$ cat src/line_intersection_defines.svh
// Assertion macros shared by the line intersection RTL.
`ifndef LINE_INTERSECTION_DEFINES_SVH
`define LINE_INTERSECTION_DEFINES_SVH

// same-cycle implication, disabled in reset
`define LI_ASSERT_IMPLY(label, clk, rst_n, ante, cons) \
    label: assert property (@(posedge clk) disable iff (!rst_n) (ante) |-> (cons)) \
        else $error("implication failed");

// next-cycle implication, disabled in reset
`define LI_ASSERT_NEXT(label, clk, rst_n, ante, cons) \
    label: assert property (@(posedge clk) disable iff (!rst_n) (ante) |=> (cons)) \
        else $error("next-cycle implication failed");

`endif

$ cat src/li_pkg.sv
// Shared constants and types for the line intersection block.
package li_pkg;
    localparam int LI_COORD_WIDTH = 16;
    localparam int LI_THR_WIDTH   = 33;
    localparam int LI_OUT_WIDTH   = 32;
    localparam logic [LI_THR_WIDTH-1:0] LI_THR_RESET = 33'd1;
    localparam logic [LI_OUT_WIDTH-1:0] LI_OUT_MAX   = 32'h7FFF_FFFF;
    localparam logic [LI_OUT_WIDTH-1:0] LI_OUT_MIN   = 32'h8000_0000;

    typedef struct packed {
        logic par;
        logic neg_x;
        logic neg_y;
        logic over_x;
        logic over_y;
    } li_flags_t;
endpackage

$ cat src/li_cell.sv
// One restoring-division cell: settles one quotient bit of both coordinates.
module li_cell
    import li_pkg::*;
#(
    parameter int DETW = 35,
    parameter int BIT  = 0
)(
    input  logic                              clk,
    input  logic                              rst_n,
    input  logic                              en,
    input  logic                              v_in,
    input  logic [DETW+LI_OUT_WIDTH-1:0]      rx_in,
    input  logic [DETW+LI_OUT_WIDTH-1:0]      ry_in,
    input  logic [DETW-1:0]                   d_in,
    input  logic [LI_OUT_WIDTH-1:0]           qx_in,
    input  logic [LI_OUT_WIDTH-1:0]           qy_in,
    input  li_flags_t                         f_in,
    output logic                              v_out,
    output logic [DETW+LI_OUT_WIDTH-1:0]      rx_out,
    output logic [DETW+LI_OUT_WIDTH-1:0]      ry_out,
    output logic [DETW-1:0]                   d_out,
    output logic [LI_OUT_WIDTH-1:0]           qx_out,
    output logic [LI_OUT_WIDTH-1:0]           qy_out,
    output li_flags_t                         f_out
);
    localparam int RW = DETW + LI_OUT_WIDTH;

    logic          v_reg;
    logic [RW-1:0] rx_reg, ry_reg, dsh;
    logic [DETW-1:0] d_reg;
    logic [LI_OUT_WIDTH-1:0] qx_reg, qy_reg;
    logic [LI_OUT_WIDTH-1:0] qx_next, qy_next;
    li_flags_t     f_reg;
    logic          gx, gy;

    always_comb
    begin
        dsh = RW'(d_in) << BIT;
        gx  = rx_in >= dsh;
        gy  = ry_in >= dsh;
        qx_next      = qx_in;
        qy_next      = qy_in;
        qx_next[BIT] = gx;
        qy_next[BIT] = gy;
    end

    always_ff @(posedge clk or negedge rst_n)
    begin
        if (!rst_n)
        begin
            v_reg <= 1'b0;
        end
        else if (en)
        begin
            v_reg <= v_in;
        end
    end

    always_ff @(posedge clk)
    begin
        if (en)
        begin
            rx_reg <= gx ? rx_in - dsh : rx_in;
            ry_reg <= gy ? ry_in - dsh : ry_in;
            qx_reg <= qx_next;
            qy_reg <= qy_next;
            d_reg  <= d_in;
            f_reg  <= f_in;
        end
    end

    assign v_out  = v_reg;
    assign rx_out = rx_reg;
    assign ry_out = ry_reg;
    assign d_out  = d_reg;
    assign qx_out = qx_reg;
    assign qy_out = qy_reg;
    assign f_out  = f_reg;
endmodule
$ cat config.mk
export PLATFORM = sky130hd
export DESIGN_NAME = li_cell
export DESIGN_NICKNAME = d
export VERILOG_FILES = /design/src/line_intersection_defines.svh /design/src/li_pkg.sv /design/src/li_cell.sv
export SDC_FILE = /design/constraint.sdc
export NUM_CORES = 1
export LEC_CHECK = 0
export BUFFER_PORTS_ARGS = -buffer_cell sky130_fd_sc_hd__buf_2
export CAP_MARGIN = 20
export CORE_AREA = 5 5 185 187
export DETAILED_ROUTE_END_ITERATION = 16
export DIE_AREA = 0 0 190 192
export PLACE_DENSITY_LB_ADDON = 0.3
export SLEW_MARGIN = 20
export SYNTH_ARGS = -nofsm -noshare
export SYNTH_HDL_FRONTEND = slang
export SYNTH_SLANG_ARGS = --single-unit
export TNS_END_PERCENT = 10
$ cat constraint.sdc
create_clock -name clk -period 0.8 [get_ports clk]
set_clock_uncertainty 0.05 [all_clocks]
set_input_delay 0.04 -clock clk [delete_from_list [all_inputs] [get_ports clk]]
set_output_delay 0.04 -clock clk [all_outputs]
set_load 0.02 [all_outputs]
==> impl_metrics.env, run 1 <==
export IMPL_clock_fmax_ghz=0.367
export IMPL_seqPwrFrac_pct=38.5
export IMPL_path_class="in -> reg"
export IMPL_drc=0
export IMPL_p_switching_w=0.0133
export IMPL_dr_total_vias=15900
export IMPL_synth_cell_types=75
export IMPL_p_leak_nw=11.1
export IMPL_final_nets=2704
export IMPL_clk_insertion_delay_late_ps=530
export IMPL_drt_initial_drc_count=1443
export IMPL_powerDensity_nw_per_um2=1650
export IMPL_combPwrFrac_pct=33.5
export IMPL_hold_depth=1
export IMPL_topRoutingLayerUsed="met5"
export IMPL_tritoncts="yes"
export IMPL_core_area_um2=32300
export IMPL_grt_setup_unrepaired="yes"
export IMPL_yosysTopAreaCell="edfxtp_1"
export IMPL_cp_start_kind="primary input"
export IMPL_hpwl_um=40800
export IMPL_met1Wirelength_um=23300
export IMPL_track_usage_pct=30.1
export IMPL_finalHoldViolCount=19
export IMPL_p_int_w=0.0283
export IMPL_yosys_most_used_dff="edfxtp_1"
export IMPL_p_clk_share_pct=28.0
export IMPL_synth_edff_count=238
export IMPL_yosys_area_top_type_share_pct=52.6
export IMPL_antenna_found_initial=11
export IMPL_violations="hold timing, setup timing"
export IMPL_utilization_pct=77.9
export IMPL_worst_setup_path_end_kind="flop"
export IMPL_worstPathMaxFanout=6
export IMPL_hp_start="d_in[0]"
export IMPL_max_slew_margin_rel_pct=67.9
export IMPL_ant_nets=0
export IMPL_drt_total_wl_um=65000
export IMPL_yosysWarnings=0
export IMPL_netlist_area_um2=13600
export IMPL_grt_ovfl_total=0
export IMPL_h_tree_depth=1
export IMPL_setup_ws_ps=-1920
export IMPL_nFillCells=1851
export IMPL_cts_sinks=239
export IMPL_clock_path_buffers=3
export IMPL_synthTopCellsByArea="edfxtp_1, ha_1, a21oi_1, xor2_1, xnor2_1"
export IMPL_rr_startpoint="v_out$_DFFE_PN0P_"
export IMPL_crit_required_ps=1020
export IMPL_grt_max_degree=26
export IMPL_stdcell_area_um2=25100
export IMPL_yosysSeqAreaShare_pct=52.8
export IMPL_period_needed_ps=2720
export IMPL_first_pass_iters=5
export IMPL_synth_fp_nets=1548
export IMPL_avgSynthCellArea_um2=11.0
export IMPL_peakVddDrop_uv=1890
export IMPL_initial_core_util_pct=42.1
export IMPL_dr_wl_met3_um=5580
export IMPL_syn_inst=1234
export IMPL_hold_path_class="in -> reg"
export IMPL_cts_buffers=25
export IMPL_drive_gt1_share_pct=50.9
export IMPL_setup_tns_ps=-322170
export IMPL_ctsRootBufferMaster="clkbuf_16"
export IMPL_min_to="d_out[0]$_DFFE_PP_"
export IMPL_row_count=66
export IMPL_async_reset_ff_share_pct=0.418
export IMPL_area_growth_pct=85.1
export IMPL_pin_count=481
export IMPL_die_h_um=192
export IMPL_arrival_ps=2940
export IMPL_dieArea_um2=36500
export IMPL_viasPerCell=5.54
export IMPL_clkTransAtPathRegs_ps=70
export IMPL_gp_congestion=0.956
export IMPL_synth_seq_cells=239
export IMPL_final_period_utilization_pct=340
export IMPL_whs_ps=-326
export IMPL_finalMaxSlewViolations=0
export IMPL_status="finished with violations"
export IMPL_r2r_cells=1
export IMPL_finalSetupViolations=378
export IMPL_grt_pass1_wl_um=86500
export IMPL_drt_wirelength_per_cell_um=22.7
export IMPL_worst_pin_slew_ps=477
export IMPL_wl_met2_um=32000
export IMPL_drv_cap=0
export IMPL_dpl_cell_area_um2=19600
export IMPL_rr_endpoint="v_out$_DFFE_PN0P_"
export IMPL_die_width_um=190
export IMPL_ff2ff_setup_slack_ps=-30
export IMPL_switching_share_pct=31.9
export IMPL_grt_pass1_vias=15500
export IMPL_portBuffers=478
state kept, by name (all words and copies together) (netlist names):
register,flops
qx_out,32
f_out,5
d_out,35
v_out,1
ry_out,67
qy_out,32
rx_out,67
metrics by stage:
step / setup WS, ps / hold WS, ps / power [W] / instances
global placement: -2410 / -234 / 0.0268 / 2513
floorplan: -2080 / -306 / 0.0213 / 1234
CTS: -1740 / -358 / 0.0401 / 2810
finish: -1920 / -326 / 0.0416 / 2863
detailed placement: -2440 / -234 / 0.0270 / 2513
global route: -2020 / -349 / 0.0431 / 2860
power groups by stage:
stage	combinational, W	clock (W)	sequential (W)
floorplan	0.00354	0	0.0178
global placement	0.0107	0	0.0161
detailed placement	0.0108	0	0.0161
CTS	0.0126	0.0116	0.0159
global route	0.0146	0.0124	0.0161
finish	0.0139	0.0117	0.0160
placed cells by master (no fill, tap or decap), types with 7 or more instances in the layout:
cell           count
xnor2_2            7
nor4_4            11
nand2_1           84
buf_4            419
o21ai_1           16
buf_12            18
o21ai_0           27
ha_1              56
xor2_1            68
nand2b_1           9
nor2_2            23
nor4_2             8
nor2_4            27
nor3_4            10
o211ai_1          10
o21a_1            12
dlygate4sd3_1    229
buf_2            436
ha_4              13
buf_6             64
diode_2           12
xnor2_1           48
or4_4              8
a21oi_2           23
nand4_1           18
or3_1             10
inv_1             47
nand3_1           16
mux2_4            10
o21bai_1          11
nor3_1            13
edfxtp_1         238
nor2b_1            7
o21ai_2           10
or4_1              9
a21oi_1          104
clkbuf_16         32
clkinv_2           8
a21o_1            28
nor2_1            57
layer usage:
layer / track usage [%] / up-vias
met3: 5.56 / 328
met2: 52.8 / 1039
met1: 37.1 / 7545
li1: - / 6945
met5: 0 / -
met4: 11.2 / 2
worst max path at each step:
| stage | from | to | slack [ps] | cells past startpoint |
|---|---|---|---|---|
| 2_1_floorplan | rx_in[0] | rx_out[56]$_DFFE_PP_ | -2080 | 14 |
| 3_3_place_gp | rx_in[0] | rx_out[56]$_DFFE_PP_ | -2410 | 15 |
| 3_5_place_dp | d_in[0] | ry_out[54]$_DFFE_PP_ | -2440 | 14 |
| 4_1_cts | rx_in[0] | rx_out[62]$_DFFE_PP_ | -1740 | 15 |
| 5_1_grt | rx_in[0] | rx_out[56]$_DFFE_PP_ | -2020 | 15 |
| 6_report | ry_in[52] | ry_out[44]$_DFFE_PP_ | -1920 | 12 |
worst max-delay path: stages:
cell and delay [ps]:
buf_6 90, or3_4 390, buf_6 130, or4_4 420
or4_4 460, nor4_4 400, o21a_4 230, nand3_4 180
o2111ai_4 200, buf_6 170, nor4_4 40, xor2_1 170
repair_timing:
action | CTS | global route
setup endpoints to repair | 375 | 614
resized for setup | 207 | 202
cloned | 1 | 7
hold buffers | 221 | 9
endpoints found under the hold margin | 298 | 37
pin swaps | 58 | 62
buffers inserted | 31 | 27
cell usage after synthesis (16+ instances only):
cell type and n:
a21o_1 28, nor4_1 20, clkbuf_1 39, xor2_1 69, o21ai_1 16, o21ai_0 39, nand4_1 18, nand2_1 89
inv_1 56, a21oi_1 128, nor3_1 23, xnor2_1 56, nand3_1 22, ha_1 70, edfxtp_1 238, nor2_1 107
area by class of cell:
type                    instances  area, um2  area share (%)
repair buffers               1179       8960            35.6
multi-input cells             888       7400            29.4
flip-flops and latches        239       7170            28.5
clock buffers                  27        633            2.52
well taps                     442        553            2.20
inverters                      57        243           0.966
clock inverters                19        153           0.607
diodes                         12       30.0           0.119
cell families after synthesis:
| logic type | share of synthesized area (%) |
|---|---|
| xor+xnor | 8.06 |
| compound gates | 14.2 |
| simple gates | 14.1 |
| mux | 0.912 |
| fa+ha+maj | 6.74 |
| buf+inv | 3.14 |
| flops | 52.8 |
Power figures use the tool's default switching activity.
==> inputs of run 2 (changes only) <==
--- a/config.mk
+++ b/config.mk
@@ -8,8 +8,10 @@
 export BUFFER_PORTS_ARGS = -buffer_cell sky130_fd_sc_hd__buf_2
 export CAP_MARGIN = 20
 export CORE_AREA = 5 5 185 187
+export CTS_CLUSTER_SIZE = 8
 export DETAILED_ROUTE_END_ITERATION = 16
 export DIE_AREA = 0 0 190 192
+export HOLD_SLACK_MARGIN = 0.02
 export PLACE_DENSITY_LB_ADDON = 0.3
 export SLEW_MARGIN = 20
 export SYNTH_ARGS = -nofsm -noshare
==> run 2 against run 1 <==
Fmax shrank 0.68%. Power grew 3.9%. Register-to-register slack gained 20 ps. Final cell count shrank 1.0%. Critical endpoint is now ry_out[61]$_DFFE_PP_. Count of clock-buffer cells in the layout grew 18. Setup slack lost 19 ps. Critical path depth grew 1. Clock power grew 17%. Sequential power is essentially flat. The flow still finishes with violations (hold timing, setup timing). Highest routed layer unchanged. Die area is the same.
==> impl_metrics.env, run 2 (same netlist as run 1, synthesis figures left out) <==
export IMPL_status="finished with violations"
export IMPL_violations="hold timing, setup timing"
export IMPL_cp_start_kind="primary input"
export IMPL_ant_nets=0
export IMPL_max_slew_margin_rel_pct=63.7
export IMPL_dieArea_um2=36500
export IMPL_drv_cap=0
export IMPL_setup_worst_path_start="d_in[1]"
export IMPL_powerDensity_nw_per_um2=1750
export IMPL_hpwl_um=40800
export IMPL_die_h_um=192
export IMPL_place_inst=2513
export IMPL_grt_pass1_vias=15500
export IMPL_core_area_um2=32300
export IMPL_period_needed_ps=2740
export IMPL_worstPathMaxFanout=6
export IMPL_finalHoldViolCount=54
export IMPL_grt_ovfl_total=0
export IMPL_cts_buffers=36
export IMPL_pre_cts_slack_ps=-2440
export IMPL_drt_initial_drc_count=1181
export IMPL_clk_insertion_delay_late_ps=500
export IMPL_crit_path_end="ry_out[61]$_DFFE_PP_"
export IMPL_utilization_pct=76.4
export IMPL_ff2ff_setup_slack_ps=-10
export IMPL_clkTransAtPathRegs_ps=50
export IMPL_drive_gt1_share_pct=49.8
export IMPL_drt_wirelength_per_cell_um=21.7
export IMPL_rr_startpoint="v_out$_DFFE_PN0P_"
export IMPL_path_class="in -> reg"
export IMPL_tritoncts="yes"
export IMPL_final_nets=2682
export IMPL_mostFrequentLayoutCells="buf_2, buf_4, edfxtp_1"
export IMPL_whs_ps=-290
export IMPL_finalSetupViolations=376
export IMPL_die_width_um=190
export IMPL_h_tree_depth=2
export IMPL_hold_depth=1
export IMPL_ctsRootBufferMaster="clkbuf_16"
export IMPL_crit_required_ps=1090
export IMPL_hold_path_class="in -> reg"
export IMPL_area_growth_pct=81.6
export IMPL_portBuffers=478
export IMPL_clock_fmax_ghz=0.365
export IMPL_final_cell_count_no_fill=2833
export IMPL_clock_path_buffers=3
export IMPL_rr_endpoint="v_out$_DFFE_PN0P_"
export IMPL_p_leak_nw=10.9
export IMPL_dr_total_vias=15400
export IMPL_grt_max_degree=26
export IMPL_antenna_found_initial=10
export IMPL_pin_count=481
export IMPL_worst_setup_path_end_kind="flop"
export IMPL_cts_sinks=239
export IMPL_final_common_cell="buf_2"
export IMPL_drt_total_wl_um=61500
export IMPL_arrival_ps=3030
export IMPL_viasPerCell=5.43
export IMPL_gp_congestion=0.956
export IMPL_final_period_utilization_pct=343
export IMPL_grt_setup_unrepaired="yes"
export IMPL_first_pass_iters=7
export IMPL_peakVddDrop_uv=1500
export IMPL_finalMaxSlewViolations=0
export IMPL_drc=0
export IMPL_track_usage_pct=30.1
export IMPL_worst_pin_slew_ps=540
export IMPL_grt_pass1_wl_um=85500
export IMPL_setup_ws_ps=-1940
export IMPL_initial_core_util_pct=42.1
export IMPL_r2r_cells=1
export IMPL_row_count=66
[run 2: cell count changes in the layout (fill, tap and decap cells not counted), moves of 6 or more]
cell           previous run  this run
a21oi_1                 104       114
a21oi_2                  23        11
nor2_4                   27         7
clkbuf_1                  2         9
clkinv_2                  8         2
nor2_1                   57        75
dlygate4sd3_1           229       205
[run 2: layout make-up]
class	count	area, um2
repair buffers	1146	8500
fillers	1957	7630
multi-input cells	888	7200
flip-flops and latches	239	7170
clock buffers	45	935
well taps	442	553
inverters	57	236
clock inverters	5	38.8
diodes	11	27.5
[run 2: worst min-delay path by stage]
stage | from | to | slack (ps)
CTS | d_in[0] | d_out[0]$_DFFE_PP_ | -310
global placement | rst_n | v_out$_DFFE_PN0P_ | -230
global route | d_in[0] | d_out[0]$_DFFE_PP_ | -310
floorplan | rst_n | v_out$_DFFE_PN0P_ | -310
finish | d_in[0] | d_out[0]$_DFFE_PP_ | -290
detailed placement | rst_n | v_out$_DFFE_PN0P_ | -230
[run 2: critical path, stage by stage]
cell        delay, ps
buf_8              80
clkinvlp_4        190
buf_4             210
buf_6             110
ha_4              260
and3_1            170
nand4_1           210
or3_4             460
o21ai_2           170
nand3_2           110
or4_4             530
nor3b_2           250
xor2_1            220
[run 2: layer usage]
layer	track usage (%)	vias up	routed length, um
li1	-	6902	-
met1	35.9	7339	22200
met2	53.0	921	30900
met3	6.32	232	5310
met4	12.6	2	3050
met5	0	-	15
[run 2: what timing repair did]
| item | 4_1_cts | 5_1_grt |
|---|---|---|
| setup endpoints to repair | 375 | 378 |
| gates resized for setup | 198 | 158 |
| pin swaps | 62 | 57 |
| buffers inserted | 29 | 21 |
| hold buffers | 204 | 2 |
| endpoints found under the hold margin | 292 | 79 |
| cloned | 2 | 1 |
[run 2: report_power, final]
part / internal [W] / switching (W) / leakage (nW)
Combinational: 0.00632 / 0.00719 / 8.13
Sequential: 0.0155 / 0.000565 / 2.34
Clock: 0.00813 / 0.00553 / 0.475
Total: 0.0299 / 0.0133 / 10.9
[run 2: metrics by stage]
stage / instance area (um2) / setup TNS (ps) / total power, W / hold slack (ps)
after floorplan: 13700 / -257380 / 0.0213 / -306
after global placement: 19600 / -309150 / 0.0268 / -234
after detailed placement: 19600 / -316610 / 0.0270 / -234
after CTS: 23800 / -296210 / 0.0421 / -311
after global routing: 24600 / -319660 / 0.0448 / -308
final: 24700 / -305170 / 0.0432 / -290
